==> src/rtl/core/cid_pkg.sv <==
// Package for the CPU16 instruction decoder: variant codes, opcode and
// mnemonic codes, operand format codes and the decoded result word.
// No dependencies.
package cid_pkg;

  typedef logic [1:0] variant_t;
  localparam variant_t VAR_ORIG  = 2'd0;
  localparam variant_t VAR_EXT   = 2'd1;
  localparam variant_t VAR_UCODE = 2'd2;

  // Register addresses (word index in the configuration space)
  localparam logic REG_CPU_VARIANT = 1'b0;

  typedef logic [4:0] opcode_t;
  localparam opcode_t OP_LDRL = 5'h00;
  localparam opcode_t OP_COND = 5'h01;
  localparam opcode_t OP_STRL = 5'h02;
  localparam opcode_t OP_BIT  = 5'h03;
  localparam opcode_t OP_LDR  = 5'h04;
  localparam opcode_t OP_XOR  = 5'h05;
  localparam opcode_t OP_STR  = 5'h06;
  localparam opcode_t OP_ADC  = 5'h07;
  localparam opcode_t OP_SETL = 5'h08;
  localparam opcode_t OP_SXT  = 5'h09;
  localparam opcode_t OP_SETH = 5'h0a;
  localparam opcode_t OP_SUBB = 5'h0b;
  localparam opcode_t OP_MOVL = 5'h0c;
  localparam opcode_t OP_SBC  = 5'h0d;
  localparam opcode_t OP_MOVH = 5'h0e;
  localparam opcode_t OP_MOV  = 5'h10;
  localparam opcode_t OP_ADD  = 5'h11;
  localparam opcode_t OP_GGET = 5'h12;
  localparam opcode_t OP_SUB  = 5'h13;
  localparam opcode_t OP_GSET = 5'h14;
  localparam opcode_t OP_SHL  = 5'h15;
  localparam opcode_t OP_B    = 5'h16;
  localparam opcode_t OP_SHR  = 5'h17;
  localparam opcode_t OP_SETP = 5'h18;
  localparam opcode_t OP_AND  = 5'h19;
  localparam opcode_t OP_GETP = 5'h1a;
  localparam opcode_t OP_OR   = 5'h1b;
  localparam opcode_t OP_GETF = 5'h1c;
  localparam opcode_t OP_INV  = 5'h1d;
  localparam opcode_t OP_XOR3 = 5'h1f;

  // Microcode core long call / jump: upper nibble of the low byte
  localparam logic [3:0] UC_CALL_NIB = 4'h7;
  localparam logic [3:0] UC_JMP_NIB  = 4'hf;
  // Microcode core return encoding
  localparam logic [7:0] RET_LO = 8'h80;
  localparam logic [7:0] RET_HI = 8'h40;
  // Global index masks
  localparam logic [7:0] GMASK_UCODE = 8'h3f;
  localparam logic [7:0] GMASK_EXT   = 8'h1f;

  typedef logic [5:0] mnem_t;
  localparam mnem_t MN_DW    = 6'd0;
  localparam mnem_t MN_CALL  = 6'd1;
  localparam mnem_t MN_JMP   = 6'd2;
  localparam mnem_t MN_CBZ   = 6'd3;
  localparam mnem_t MN_CBNZ  = 6'd4;
  localparam mnem_t MN_ADC   = 6'd5;
  localparam mnem_t MN_SBC   = 6'd6;
  localparam mnem_t MN_XOR   = 6'd7;
  localparam mnem_t MN_LDRL  = 6'd8;
  localparam mnem_t MN_STRL  = 6'd9;
  localparam mnem_t MN_LDR   = 6'd10;
  localparam mnem_t MN_STR   = 6'd11;
  localparam mnem_t MN_SETL  = 6'd12;
  localparam mnem_t MN_SETH  = 6'd13;
  localparam mnem_t MN_LDI8  = 6'd14;
  localparam mnem_t MN_MOVL  = 6'd15;
  localparam mnem_t MN_MOVH  = 6'd16;
  localparam mnem_t MN_RET   = 6'd17;
  localparam mnem_t MN_MOV   = 6'd18;
  localparam mnem_t MN_SWS   = 6'd19;
  localparam mnem_t MN_GGET  = 6'd20;
  localparam mnem_t MN_SWU   = 6'd21;
  localparam mnem_t MN_GSET  = 6'd22;
  localparam mnem_t MN_B     = 6'd23;
  localparam mnem_t MN_SETP  = 6'd24;
  localparam mnem_t MN_GGETR = 6'd25;
  localparam mnem_t MN_GETP  = 6'd26;
  localparam mnem_t MN_GSETR = 6'd27;
  localparam mnem_t MN_GETF  = 6'd28;
  localparam mnem_t MN_EQ    = 6'd29;
  localparam mnem_t MN_BTC   = 6'd37;
  localparam mnem_t MN_SXT   = 6'd39;
  localparam mnem_t MN_SUBB  = 6'd40;
  localparam mnem_t MN_ADD   = 6'd41;
  localparam mnem_t MN_SUB   = 6'd42;
  localparam mnem_t MN_SHL   = 6'd43;
  localparam mnem_t MN_SHR   = 6'd44;
  localparam mnem_t MN_AND   = 6'd45;
  localparam mnem_t MN_OR    = 6'd46;
  localparam mnem_t MN_INV   = 6'd47;
  localparam mnem_t MN_LAST  = 6'd47;

  // Operand layout of a decoded instruction
  typedef enum logic [3:0] {
    FMT_NONE,
    FMT_TGT,
    FMT_CB,
    FMT_ABT,
    FMT_BT,
    FMT_IMM8,
    FMT_GLOB,
    FMT_AB,
    FMT_A
  } fmt_t;

  typedef struct packed {
    logic [15:0] raw_word;
    logic [15:0] target;
    logic [7:0]  immediate;
    logic [2:0]  third_reg;
    logic        third_is_imm;
    logic [2:0]  reg_b;
    logic [2:0]  reg_a;
    mnem_t       mnemonic;
  } dec_out_t;

endpackage

==> src/rtl/core/cid_cfg_regs.sv <==
// APB-style configuration register for the CPU16 instruction decoder.
// Holds the CPU variant. Depends on cid_pkg.
module cid_cfg_regs (
  input  logic               clk,
  input  logic               rst_n,
  input  logic               psel,
  input  logic               penable,
  input  logic               pwrite,
  input  logic [2:0]         paddr,
  input  logic [31:0]        pwdata,
  output logic [31:0]        prdata,
  output logic               pready,
  output cid_pkg::variant_t  variant
);

  cid_pkg::variant_t variant_r;
  cid_pkg::variant_t variant_nxt;
  logic              wr_en;

  assign pready = 1'b1;
  assign wr_en  = psel & penable & pwrite & pready;

  always_comb begin
    variant_nxt = variant_r;
    if (wr_en && paddr[2] == cid_pkg::REG_CPU_VARIANT) begin
      variant_nxt = pwdata[1:0];
    end
  end

  always_ff @(posedge clk) begin
    if (!rst_n) begin
      variant_r <= cid_pkg::VAR_ORIG;
    end else begin
      variant_r <= variant_nxt;
    end
  end

  always_comb begin
    prdata = 32'd0;
    if (paddr[2] == cid_pkg::REG_CPU_VARIANT) begin
      prdata = {30'd0, variant_r};
    end
  end

  assign variant = variant_r;

endmodule

==> src/rtl/core/cid_decode.sv <==
// Combinational decode of one 16-bit instruction word into mnemonic,
// operand fields and branch target. Depends on cid_pkg.
module cid_decode (
  input  cid_pkg::variant_t  variant,
  input  logic [15:0]        word_address,
  input  logic [7:0]         low_byte,
  input  logic [7:0]         high_byte,
  output cid_pkg::dec_out_t  dec
);

  cid_pkg::opcode_t op;
  logic [2:0]       ra;
  logic [2:0]       rb;
  logic [4:0]       opnd;
  logic             uc;
  logic             orig;
  logic             uc_long;
  logic             uc_reject;
  cid_pkg::mnem_t   mn;
  cid_pkg::fmt_t    fmt;
  logic [15:0]      tgt;
  logic [12:0]      cb_tgt;
  logic [15:0]      b_tgt;
  logic [15:0]      long_tgt;
  logic [7:0]       gmask;

  assign op   = low_byte[7:3];
  assign ra   = low_byte[2:0];
  assign rb   = high_byte[7:5];
  assign opnd = high_byte[4:0];
  assign uc   = (variant == cid_pkg::VAR_UCODE);
  assign orig = (variant == cid_pkg::VAR_ORIG);

  assign uc_long = uc && (low_byte[7:4] == cid_pkg::UC_CALL_NIB ||
                          low_byte[7:4] == cid_pkg::UC_JMP_NIB);

  // Microcode core forbids pc as destination of these encodings
  assign uc_reject = uc && ra == 3'd0 &&
                     (op == cid_pkg::OP_LDRL || op == cid_pkg::OP_LDR ||
                      op == cid_pkg::OP_SETL || op == cid_pkg::OP_SETH ||
                      op == cid_pkg::OP_MOVL || op == cid_pkg::OP_GETF ||
                      (op[0] && op != cid_pkg::OP_COND && op != cid_pkg::OP_BIT));

  assign long_tgt = {3'd0, low_byte[3:0], high_byte, 1'b0};
  assign cb_tgt   = word_address[12:0] + {{6{high_byte[5]}}, high_byte[5:0], 1'b0};
  assign b_tgt    = word_address + {{4{ra[2]}}, ra, high_byte, 1'b0};
  assign gmask    = uc ? cid_pkg::GMASK_UCODE : cid_pkg::GMASK_EXT;

  always_comb begin
    mn  = cid_pkg::MN_DW;
    fmt = cid_pkg::FMT_NONE;
    tgt = 16'd0;
    if (uc_long) begin
      mn  = (low_byte[7:4] == cid_pkg::UC_CALL_NIB) ? cid_pkg::MN_CALL : cid_pkg::MN_JMP;
      fmt = cid_pkg::FMT_TGT;
      tgt = long_tgt;
    end else if (orig && (op == cid_pkg::OP_SUBB || op == cid_pkg::OP_GETF)) begin
      mn = cid_pkg::MN_DW;
    end else if (op == cid_pkg::OP_GETF && high_byte != 8'd0) begin
      // compare-and-branch lives in the getf slot with a nonzero high byte
      if (uc && high_byte[7:6] != 2'b00 && high_byte[7:6] != 2'b11) begin
        mn  = high_byte[7] ? cid_pkg::MN_CBNZ : cid_pkg::MN_CBZ;
        fmt = cid_pkg::FMT_CB;
        tgt = {3'd0, cb_tgt};
      end
    end else if (uc_reject) begin
      mn = cid_pkg::MN_DW;
    end else begin
      unique case (op)
        cid_pkg::OP_ADC: begin
          if (uc) begin
            mn  = cid_pkg::MN_ADC;
            fmt = cid_pkg::FMT_ABT;
          end
        end
        cid_pkg::OP_SBC: begin
          if (uc) begin
            mn  = cid_pkg::MN_SBC;
            fmt = cid_pkg::FMT_ABT;
          end
        end
        cid_pkg::OP_XOR: begin
          if (uc) begin
            mn  = cid_pkg::MN_XOR;
            fmt = cid_pkg::FMT_ABT;
          end
        end
        cid_pkg::OP_LDRL: begin mn = cid_pkg::MN_LDRL; fmt = cid_pkg::FMT_ABT;  end
        cid_pkg::OP_STRL: begin mn = cid_pkg::MN_STRL; fmt = cid_pkg::FMT_ABT;  end
        cid_pkg::OP_LDR:  begin mn = cid_pkg::MN_LDR;  fmt = cid_pkg::FMT_ABT;  end
        cid_pkg::OP_STR:  begin mn = cid_pkg::MN_STR;  fmt = cid_pkg::FMT_ABT;  end
        cid_pkg::OP_SETL: begin mn = cid_pkg::MN_SETL; fmt = cid_pkg::FMT_IMM8; end
        cid_pkg::OP_SETH: begin mn = cid_pkg::MN_SETH; fmt = cid_pkg::FMT_IMM8; end
        cid_pkg::OP_MOVL: begin
          if (uc) begin
            mn  = cid_pkg::MN_LDI8;
            fmt = cid_pkg::FMT_IMM8;
          end else begin
            mn  = cid_pkg::MN_MOVL;
            fmt = cid_pkg::FMT_AB;
          end
        end
        cid_pkg::OP_MOVH: begin mn = cid_pkg::MN_MOVH; fmt = cid_pkg::FMT_AB; end
        cid_pkg::OP_MOV: begin
          if (uc && low_byte == cid_pkg::RET_LO && high_byte == cid_pkg::RET_HI) begin
            mn = cid_pkg::MN_RET;
          end else begin
            mn  = cid_pkg::MN_MOV;
            fmt = cid_pkg::FMT_AB;
          end
        end
        cid_pkg::OP_GGET: begin
          if (orig) begin
            mn = cid_pkg::MN_SWS;
          end else begin
            mn  = cid_pkg::MN_GGET;
            fmt = cid_pkg::FMT_GLOB;
          end
        end
        cid_pkg::OP_GSET: begin
          if (orig) begin
            mn = cid_pkg::MN_SWU;
          end else begin
            mn  = cid_pkg::MN_GSET;
            fmt = cid_pkg::FMT_GLOB;
          end
        end
        cid_pkg::OP_B: begin
          mn  = cid_pkg::MN_B;
          fmt = cid_pkg::FMT_TGT;
          tgt = b_tgt;
        end
        cid_pkg::OP_SETP: begin
          if (orig) begin
            mn  = cid_pkg::MN_SETP;
            fmt = cid_pkg::FMT_A;
          end else begin
            mn  = cid_pkg::MN_GGETR;
            fmt = cid_pkg::FMT_AB;
          end
        end
        cid_pkg::OP_GETP: begin
          if (orig) begin
            mn  = cid_pkg::MN_GETP;
            fmt = cid_pkg::FMT_A;
          end else begin
            mn  = cid_pkg::MN_GSETR;
            fmt = cid_pkg::FMT_AB;
          end
        end
        cid_pkg::OP_GETF: begin mn = cid_pkg::MN_GETF; fmt = cid_pkg::FMT_A; end
        cid_pkg::OP_COND: begin
          // register A field selects the condition
          mn  = cid_pkg::MN_EQ + {3'd0, ra};
          fmt = cid_pkg::FMT_BT;
        end
        cid_pkg::OP_BIT: begin
          if (ra[2:1] == 2'b00) begin
            mn  = cid_pkg::MN_BTC + {5'd0, ra[0]};
            fmt = cid_pkg::FMT_BT;
          end
        end
        cid_pkg::OP_SXT:  begin mn = cid_pkg::MN_SXT;  fmt = cid_pkg::FMT_AB;  end
        cid_pkg::OP_SUBB: begin mn = cid_pkg::MN_SUBB; fmt = cid_pkg::FMT_ABT; end
        cid_pkg::OP_ADD:  begin mn = cid_pkg::MN_ADD;  fmt = cid_pkg::FMT_ABT; end
        cid_pkg::OP_SUB:  begin mn = cid_pkg::MN_SUB;  fmt = cid_pkg::FMT_ABT; end
        cid_pkg::OP_SHL:  begin mn = cid_pkg::MN_SHL;  fmt = cid_pkg::FMT_ABT; end
        cid_pkg::OP_SHR:  begin mn = cid_pkg::MN_SHR;  fmt = cid_pkg::FMT_ABT; end
        cid_pkg::OP_AND:  begin mn = cid_pkg::MN_AND;  fmt = cid_pkg::FMT_ABT; end
        cid_pkg::OP_OR:   begin mn = cid_pkg::MN_OR;   fmt = cid_pkg::FMT_ABT; end
        cid_pkg::OP_INV:  begin mn = cid_pkg::MN_INV;  fmt = cid_pkg::FMT_AB;  end
        cid_pkg::OP_XOR3: begin mn = cid_pkg::MN_XOR;  fmt = cid_pkg::FMT_ABT; end
        default: begin
          mn  = cid_pkg::MN_DW;
          fmt = cid_pkg::FMT_NONE;
        end
      endcase
    end
  end

  // Assemble the operand fields from the layout
  always_comb begin
    dec              = '0;
    dec.mnemonic     = mn;
    dec.raw_word     = {high_byte, low_byte};
    dec.target       = tgt;
    if (fmt == cid_pkg::FMT_CB || fmt == cid_pkg::FMT_ABT || fmt == cid_pkg::FMT_IMM8 ||
        fmt == cid_pkg::FMT_GLOB || fmt == cid_pkg::FMT_AB || fmt == cid_pkg::FMT_A) begin
      dec.reg_a = ra;
    end
    if (fmt == cid_pkg::FMT_ABT || fmt == cid_pkg::FMT_BT || fmt == cid_pkg::FMT_AB) begin
      dec.reg_b = rb;
    end
    if (fmt == cid_pkg::FMT_ABT || fmt == cid_pkg::FMT_BT) begin
      if (opnd[0]) begin
        dec.third_is_imm = 1'b1;
        dec.immediate    = {4'd0, opnd[4:1]};
      end else begin
        dec.third_reg = opnd[4:2];
      end
    end
    if (fmt == cid_pkg::FMT_IMM8) begin
      dec.immediate = high_byte;
    end
    if (fmt == cid_pkg::FMT_GLOB) begin
      dec.immediate = high_byte & gmask;
    end
  end

endmodule

==> src/rtl/core/cpu16_instruction_decoder_unit.sv <==
// Top level of the CPU16 instruction decoder: input register, decode logic
// and result register. Depends on cid_pkg, cid_cfg_regs and cid_decode.
// The input word is registered in the input stage, decoded combinationally, and then
// registered in the result register before it is on out_. Throughput: one word per
// cycle; both stages advance together when the result register is empty or being taken.
// Reset (synchronous, rst_n low): both stages empty, cpu_variant = 0.
module cpu16_instruction_decoder_unit (
  input  logic        clk,
  input  logic        rst_n,
  input  logic        in_tvalid,
  output logic        in_tready,
  // [15:0] word_address, [23:16] low_byte, [31:24] high_byte
  input  logic [31:0] in_tdata,
  output logic        out_tvalid,
  input  logic        out_tready,
  // [5:0] mnemonic, [8:6] reg_a, [11:9] reg_b, [12] third_is_imm,
  // [15:13] third_reg, [23:16] immediate, [39:24] target, [55:40] raw_word
  output logic [55:0] out_tdata,
  input  logic        cfg_psel,
  input  logic        cfg_penable,
  input  logic        cfg_pwrite,
  input  logic [2:0]  cfg_paddr,
  input  logic [31:0] cfg_pwdata,
  output logic [31:0] cfg_prdata,
  output logic        cfg_pready
);

  cid_pkg::variant_t variant;
  cid_pkg::dec_out_t dec;

  logic        s1_valid_r;
  logic        s1_valid_nxt;
  logic [31:0] s1_data_r;
  logic        out_valid_r;
  logic        out_valid_nxt;
  cid_pkg::dec_out_t out_data_r;
  logic        out_load;
  logic        s1_load;

  cid_cfg_regs u_cfg (
    .clk     (clk),
    .rst_n   (rst_n),
    .psel    (cfg_psel),
    .penable (cfg_penable),
    .pwrite  (cfg_pwrite),
    .paddr   (cfg_paddr),
    .pwdata  (cfg_pwdata),
    .prdata  (cfg_prdata),
    .pready  (cfg_pready),
    .variant (variant)
  );

  cid_decode u_dec (
    .variant      (variant),
    .word_address (s1_data_r[15:0]),
    .low_byte     (s1_data_r[23:16]),
    .high_byte    (s1_data_r[31:24]),
    .dec          (dec)
  );

  // Result register takes a new word when empty or when drained this cycle
  assign out_load  = s1_valid_r & (~out_valid_r | out_tready);
  assign in_tready = ~s1_valid_r | out_load;
  assign s1_load   = in_tvalid & in_tready;

  always_comb begin
    s1_valid_nxt = s1_valid_r;
    if (in_tready) begin
      s1_valid_nxt = in_tvalid;
    end
    out_valid_nxt = out_valid_r;
    if (out_load) begin
      out_valid_nxt = 1'b1;
    end else if (out_tready) begin
      out_valid_nxt = 1'b0;
    end
  end

  always_ff @(posedge clk) begin
    if (!rst_n) begin
      s1_valid_r  <= 1'b0;
      out_valid_r <= 1'b0;
    end else begin
      s1_valid_r  <= s1_valid_nxt;
      out_valid_r <= out_valid_nxt;
    end
  end

  always_ff @(posedge clk) begin
    if (s1_load) begin
      s1_data_r <= in_tdata;
    end
    if (out_load) begin
      out_data_r <= dec;
    end
  end

  assign out_tvalid = out_valid_r;
  assign out_tdata  = out_data_r;

`ifndef NO_ASSERTIONS
  a_raw_word: assert property (@(posedge clk) disable iff (!rst_n)
    out_load |=> out_data_r.raw_word == $past({s1_data_r[31:24], s1_data_r[23:16]}))
    else $error("raw word does not follow the decoded input");

  a_dw_empty: assert property (@(posedge clk) disable iff (!rst_n)
    out_valid_r && out_data_r.mnemonic == cid_pkg::MN_DW |->
      out_data_r.target == 16'd0 && out_data_r.reg_a == 3'd0 &&
      out_data_r.immediate == 8'd0)
    else $error("data word carries operand fields");

  a_third_excl: assert property (@(posedge clk) disable iff (!rst_n)
    out_valid_r && out_data_r.third_is_imm |-> out_data_r.third_reg == 3'd0)
    else $error("third operand both immediate and register");

  a_mn_range: assert property (@(posedge clk) disable iff (!rst_n)
    out_valid_r |-> out_data_r.mnemonic <= cid_pkg::MN_LAST)
    else $error("mnemonic out of range");

  a_reset_empty: assert property (@(posedge clk)
    !rst_n |=> !out_valid_r && !s1_valid_r)
    else $error("pipeline not empty after reset");
`endif

endmodule

==> config.mk <==
export PLATFORM = sky130hd
export DESIGN_NAME = cpu16_instruction_decoder_unit
export DESIGN_NICKNAME = d
export VERILOG_FILES = /design/src/rtl/core/cid_pkg.sv /design/src/rtl/core/cid_cfg_regs.sv /design/src/rtl/core/cid_decode.sv /design/src/rtl/core/cpu16_instruction_decoder_unit.sv
export SDC_FILE = /design/constraint.sdc
export NUM_CORES = 1
export LEC_CHECK = 0
export ABC_AREA = 0
export CORE_MARGIN = 2
export CORE_UTILIZATION = 35
export CTS_CLUSTER_SIZE = 24
export DETAILED_ROUTE_END_ITERATION = 7
export DONT_BUFFER_PORTS = 1
export GPL_TIMING_DRIVEN = 1
export PLACE_DENSITY = 0.49
export SLEW_MARGIN = 15
export SYNTH_ARGS = -nofsm -noshare
export SYNTH_HDL_FRONTEND = slang
export SYNTH_HIERARCHICAL = 1
export SYNTH_SLANG_ARGS = --single-unit
==> constraint.sdc <==
create_clock -name clk -period 3.35 [get_ports clk]
set_input_delay 0.335 -clock clk [delete_from_list [all_inputs] [get_ports clk]]
set_output_delay 0.335 -clock clk [all_outputs]
set_load 0.05 [all_outputs]
==> metrics.csv, run 1 <==
metric,value,unit
ir_drop,0.281,mV
netlist.area_leader.share,48.5,%
required,3430,ps
hp-class,input port to register,
placed_cells,678,
fillCellCount,1502,
row_count,45,
drv_slew,0,
ys_seq_area_share,49.9,%
setup_viol,0,
static-leakage-power,2.19,nW
hold_viol,0,
grt_pass1_wl,21.2,mm
antenna_found_initial,0,
ys_warn_count,6,
cts_sinks,92,
stdcell_count,694,
dieArea,16600,um2
gp_congestion,0.891,
wl_per_cell,20.2,um
drv_cap,0,
num_io_pins,165,
fin_setup_tns,0,ps
use_met2,28.6,%
cts_root_buffer,clkbuf_16,
path_class,register to register,
syn_avg_cell_area,11.0,um2
dr.pass1.iters,5,
wirelength,14.1,mm
avgViaCountPerCell,5.54,
tritoncts,built,
yosys_register_bits,92,
place_hpwl,10.2,mm
relSlewSlack,43.4,%
p_per_area,510,nW/um2
regToRegStartpoint,s1_data_r[27]$_DFFE_PP_,
yosysUniqueCellTypes,73,
holdPathEnd,s1_data_r[22]$_DFFE_PP_,
grt_start_max_net_pins,57,
drcViolationCount,0,
reg2regPathDepth,7,
arrival,3020,ps
grt_use_met3,4.37,%
fp.dieW,129,um
htreeDepth,3,
grt.overflow.total,0,
ant_nets,0,
critPathMaxFanout,11,
drive_gt1_share,14.0,%
synthTopCellsByCount,"edfxtp_1, buf_4, nand2_1, a21oi_1, nor2_1",
preCtsSetupSlack,142,ps
netlist_instances,494,
num_vias,3843,
synth_edf_count,88,
cts_inserted_buffers,9,
use_met1,21.4,%
final_nets,598,
outcome,"finished, final reports clean",
period_minus_slack,2940,ps
cts_hold_buffers,0,
dieHeight,129,um
ys.flop_type,edfxtp_1,
fin_crit_sh,87.7,%
reg2reg_setup_slack,410,ps
path_clk_slew,70,ps
worst_pin_slew,848,ps
io_buffers,0,
skew,5.55,ps
yosysMostFrequentCell,edfxtp_1,
crit_path_start_kind,register,
synthTopCellsByArea,"edfxtp_1, buf_4, ha_1",
synth_area,5450,um2
grt_pass1_vias,3740,
core,15200,um2
crit_path_end_kind,register,
clkLatencyLatePin,350,ps
synth-async-reset-ratio,0,%
setup_ws,413,ps
placed_area,5640,um2
min_from,in_tdata[22],
hold_depth,0,
netlist.top_cell.by_area,edfxtp_1,
antenna-diode-count,0,
design_area,5940,um2
grt_usage,17.0,%
grt_setup_unrepaired,no,
global_route.peak_usage_layer,met2,
start_util,35.9,%
r2r_end,out_tdata[18]$_DFFE_PP_,
drtIter0Drc,248,
clockBufferDepth,2,
areaGrowthSynthToFinish,8.86,%
max_freq,0.341,GHz
==> metrics by stage <==
step,total power (W),hold slack (ps),util (%)
after floorplan,0.00194,434,-
after global placement,0.00202,434,37.1
after detailed placement,0.00202,434,37.1
after CTS,0.00305,64.5,39.0
after global routing,0.00315,57.5,39.1
final,0.00303,73.5,39.1
==> per-layer routing <==
layer	vias up	routed length, um	share of wire [%]
met5	-	0	0
met4	0	256	1.8
met3	16	719	5.1
met2	118	6870	49
met1	1901	6200	44
li1	1808	-	-
==> how the worst max path moves through the flow <==
stage	from	end	slack, ps
after floorplan	out_tvalid$_SDFFE_PN0P_	s1_data_r[0]$_DFFE_PP_	590
after global placement	s1_data_r[23]$_DFFE_PP_	out_tdata[10]$_DFFE_PP_	220
after detailed placement	s1_data_r[27]$_DFFE_PP_	out_tdata[11]$_DFFE_PP_	140
after CTS	s1_data_r[27]$_DFFE_PP_	out_tdata[10]$_DFFE_PP_	130
after global routing	s1_data_r[21]$_DFFE_PP_	out_tdata[15]$_DFFE_PP_	140
final	s1_data_r[27]$_DFFE_PP_	out_tdata[18]$_DFFE_PP_	410
==> report_power, final <==
group          internal (W)  switching, W  total, W
Sequential          0.00134      0.000167   0.00151
Clock              0.000582      0.000442   0.00102
Combinational      0.000167      0.000329  0.000497
Total               0.00209      0.000938   0.00303
==> cell type report <==
| cell class | count | area, um2 | area share [%] |
|---|---|---|---|
| inverter | 15 | 56.3 | 0.948 |
| multi-input combinational | 349 | 2370 | 40.0 |
| clock buffer | 11 | 233 | 3.92 |
| timing repair buffer | 34 | 255 | 4.30 |
| tap | 188 | 235 | 3.96 |
| sequential | 92 | 2720 | 45.9 |
| clock inverter | 5 | 60.1 | 1.01 |
==> layout by cell type (no fill, tap or decap), types with 4 or more instances in the layout <==
cell / count
conb_1: 31
o21ai_0: 13
inv_1: 14
nor2b_1: 9
edfxtp_1: 88
o221ai_1: 7
nand2_1: 33
o211ai_1: 6
buf_4: 34
or2_2: 4
o21a_1: 6
a22o_1: 8
dfxtp_1: 4
nor3_1: 11
xor2_1: 10
nand3_1: 10
a21oi_1: 28
o2bb2ai_1: 5
nand2b_1: 6
o22ai_1: 6
or3_1: 7
ha_1: 22
o31ai_1: 6
a31oi_1: 7
and2_1: 8
xnor2_1: 10
clkbuf_16: 9
o21bai_1: 4
nor2_1: 25
==> flip-flops by register name (all words and copies together), names as in the netlist <==
name / flops
s1_valid_r: 1
out_tvalid: 1
out_tdata: 56
s1_data_r: 32
u_cfg/variant: 2
==> what timing repair did <==
action / 4_1_cts / 5_1_grt
buffers inserted: 0 / 0
endpoints found under the setup margin: 0 / 11
resized for setup: 0 / 1
==> worst max-delay path, cell delays in order, from the launching register on <==
cell and delay (ps):
edfxtp_1 390, or4_4 590, or4_4 550, nand4_2 160
a311o_1 170, o21ai_0 100, a31oi_2 550, o2bb2ai_1 150
==> kinds of logic (layout without fill, tap and decap cells) <==
logic type	Yosys count	in the layout	synth area share, %
adders and majority gates	23	23	5.41
buffers and inverters	82	65	8.99
and+or+nand+nor	137	137	14.0
DFF	92	92	49.9
AOI/OAI and AO/OA	135	135	17.7
other	2	31	0.138
xor gates and xnor gates	20	20	3.21
muxes	3	3	0.551
(Power assumes the default switching activity.)
==> run 2, diff against run 1 <==
Settings changed: PLACE_DENSITY 0.49 to 0.47.
Clock period 3.35 ns to 3.56 ns, I/O delays scaled along.
==> metrics.csv, run 2 (synthesis gave the netlist of run 1 again) <==
metric,value,unit
path_cells,o21ai_0 -> o221ai_1 -> a22o_1 -> nor3_1 -> o21ai_1 -> a31oi_1 -> a21boi_1,
critPathTopFamily,compound AO/OA/AOI/OAI gates,
skew,7.94,ps
worst_pin_slew,1110,ps
num_io_pins,165,
p_per_area,475,nW/um2
period_minus_slack,3310,ps
avgViaCountPerCell,5.51,
fp.dieW,129,um
drv_slew,0,
drv_cap,0,
ant_nets,0,
cp_slowest_stage_delay,850,ps
hold_ws,91.1,ps
gp_congestion,0.901,
grt_usage,16.5,%
core,15200,um2
ir_drop,0.238,mV
drcViolationCount,0,
dieHeight,129,um
areaGrowthSynthToFinish,7.46,%
crit_path_start_kind,register,
ctsResizeCount,0,
drive_gt1_share,12.3,%
crit_path_end_kind,register,
placed_cells,669,
hold_viol,0,
tritoncts,built,
io_buffers,0,
dieArea,16600,um2
cts_sinks,92,
antenna_found_initial,0,
grt_setup_unrepaired,no,
relSlewSlack,25.7,%
cts_inserted_buffers,9,
use_met2,26.0,%
setup_ws,250,ps
setup_viol,0,
grt_start_max_net_pins,33,
path_class,register to register,
cts_hold_buffers,0,
critPathMaxFanout,14,
max_freq,0.302,GHz
start_util,35.9,%
dr.pass1.iters,4,
outcome,"finished, final reports clean",
drtIter0Drc,269,
stdcell_count,685,
global_route.peak_usage_layer,met2,
num_vias,3775,
path_clk_slew,70,ps
grt_pass1_wl,20.8,mm
clockBufferDepth,2,
fin_crit_sh,93.0,%
final_core_util,38.6,%
use_met1,21.7,%
grt.overflow.total,0,
cts_root_buffer,clkbuf_16,
cts_setup_buffers,0,
hp-class,input port to register,
fin_setup_tns,0,ps
antenna-diode-count,0,
preCtsSetupSlack,225,ps
wirelength,13.3,mm
clkLatencyLatePin,360,ps
place_hpwl,9.88,mm
final_nets,589,
wl_per_cell,19.4,um
htreeDepth,3,
layout_commonest_cell,edfxtp_1,
cp_slowest_cell,a31oi_1,
grt_use_met3,3.58,%
largest_register_ffs,56,
grt_pass1_vias,3657,
arrival,3360,ps
required,3610,ps
static-leakage-power,2.14,nW
row_count,45,
mostFrequentLayoutCells,"edfxtp_1, nand2_1, conb_1, a21oi_1, nor2_1",
path_buf_inv,0,
run 2: per-layer routing:
metal / vias to the layer above / part of all wire, %
met5: - / 0
met4: 0 / 2.6
met3: 18 / 6.3
met2: 160 / 48
met1: 1800 / 43
li1: 1797 / -
run 2: path summary, 6_finish.rpt:
path	start	to	slack (ps)	cells after the start
worst min-delay path	in_tdata[29]	s1_data_r[29]$_DFFE_PP_	90	0
worst max-delay path	s1_data_r[21]$_DFFE_PP_	out_tdata[11]$_DFFE_PP_	250	7
worst min register to register	s1_data_r[0]$_DFFE_PP_	out_tdata[24]$_DFFE_PP_	520	1
worst max register to register	s1_data_r[21]$_DFFE_PP_	out_tdata[11]$_DFFE_PP_	250	7
run 2: per-stage QoR:
step | area (um2) | power, W
final | 5860 | 0.00278
after floorplan | 5570 | 0.00182
after global placement | 5580 | 0.00189
after CTS | 5860 | 0.00281
after detailed placement | 5580 | 0.00190
after global routing | 5860 | 0.00289
run 2: cell type report:
type | instances | area (um2)
fillers | 1497 | 9340
clock inverters | 6 | 48.8
repair buffers | 25 | 200
clock buffers | 10 | 229
flip-flops and latches | 92 | 2720
well taps | 188 | 235
inverters | 15 | 56.3
multi-input cells | 349 | 2370
run 2: where the power goes:
group	internal, W	switching, W	total (W)
sequential	0.00126	0.000162	0.00142
clock	0.000481	0.000428	0.000909
combinational	0.000152	0.000299	0.000451
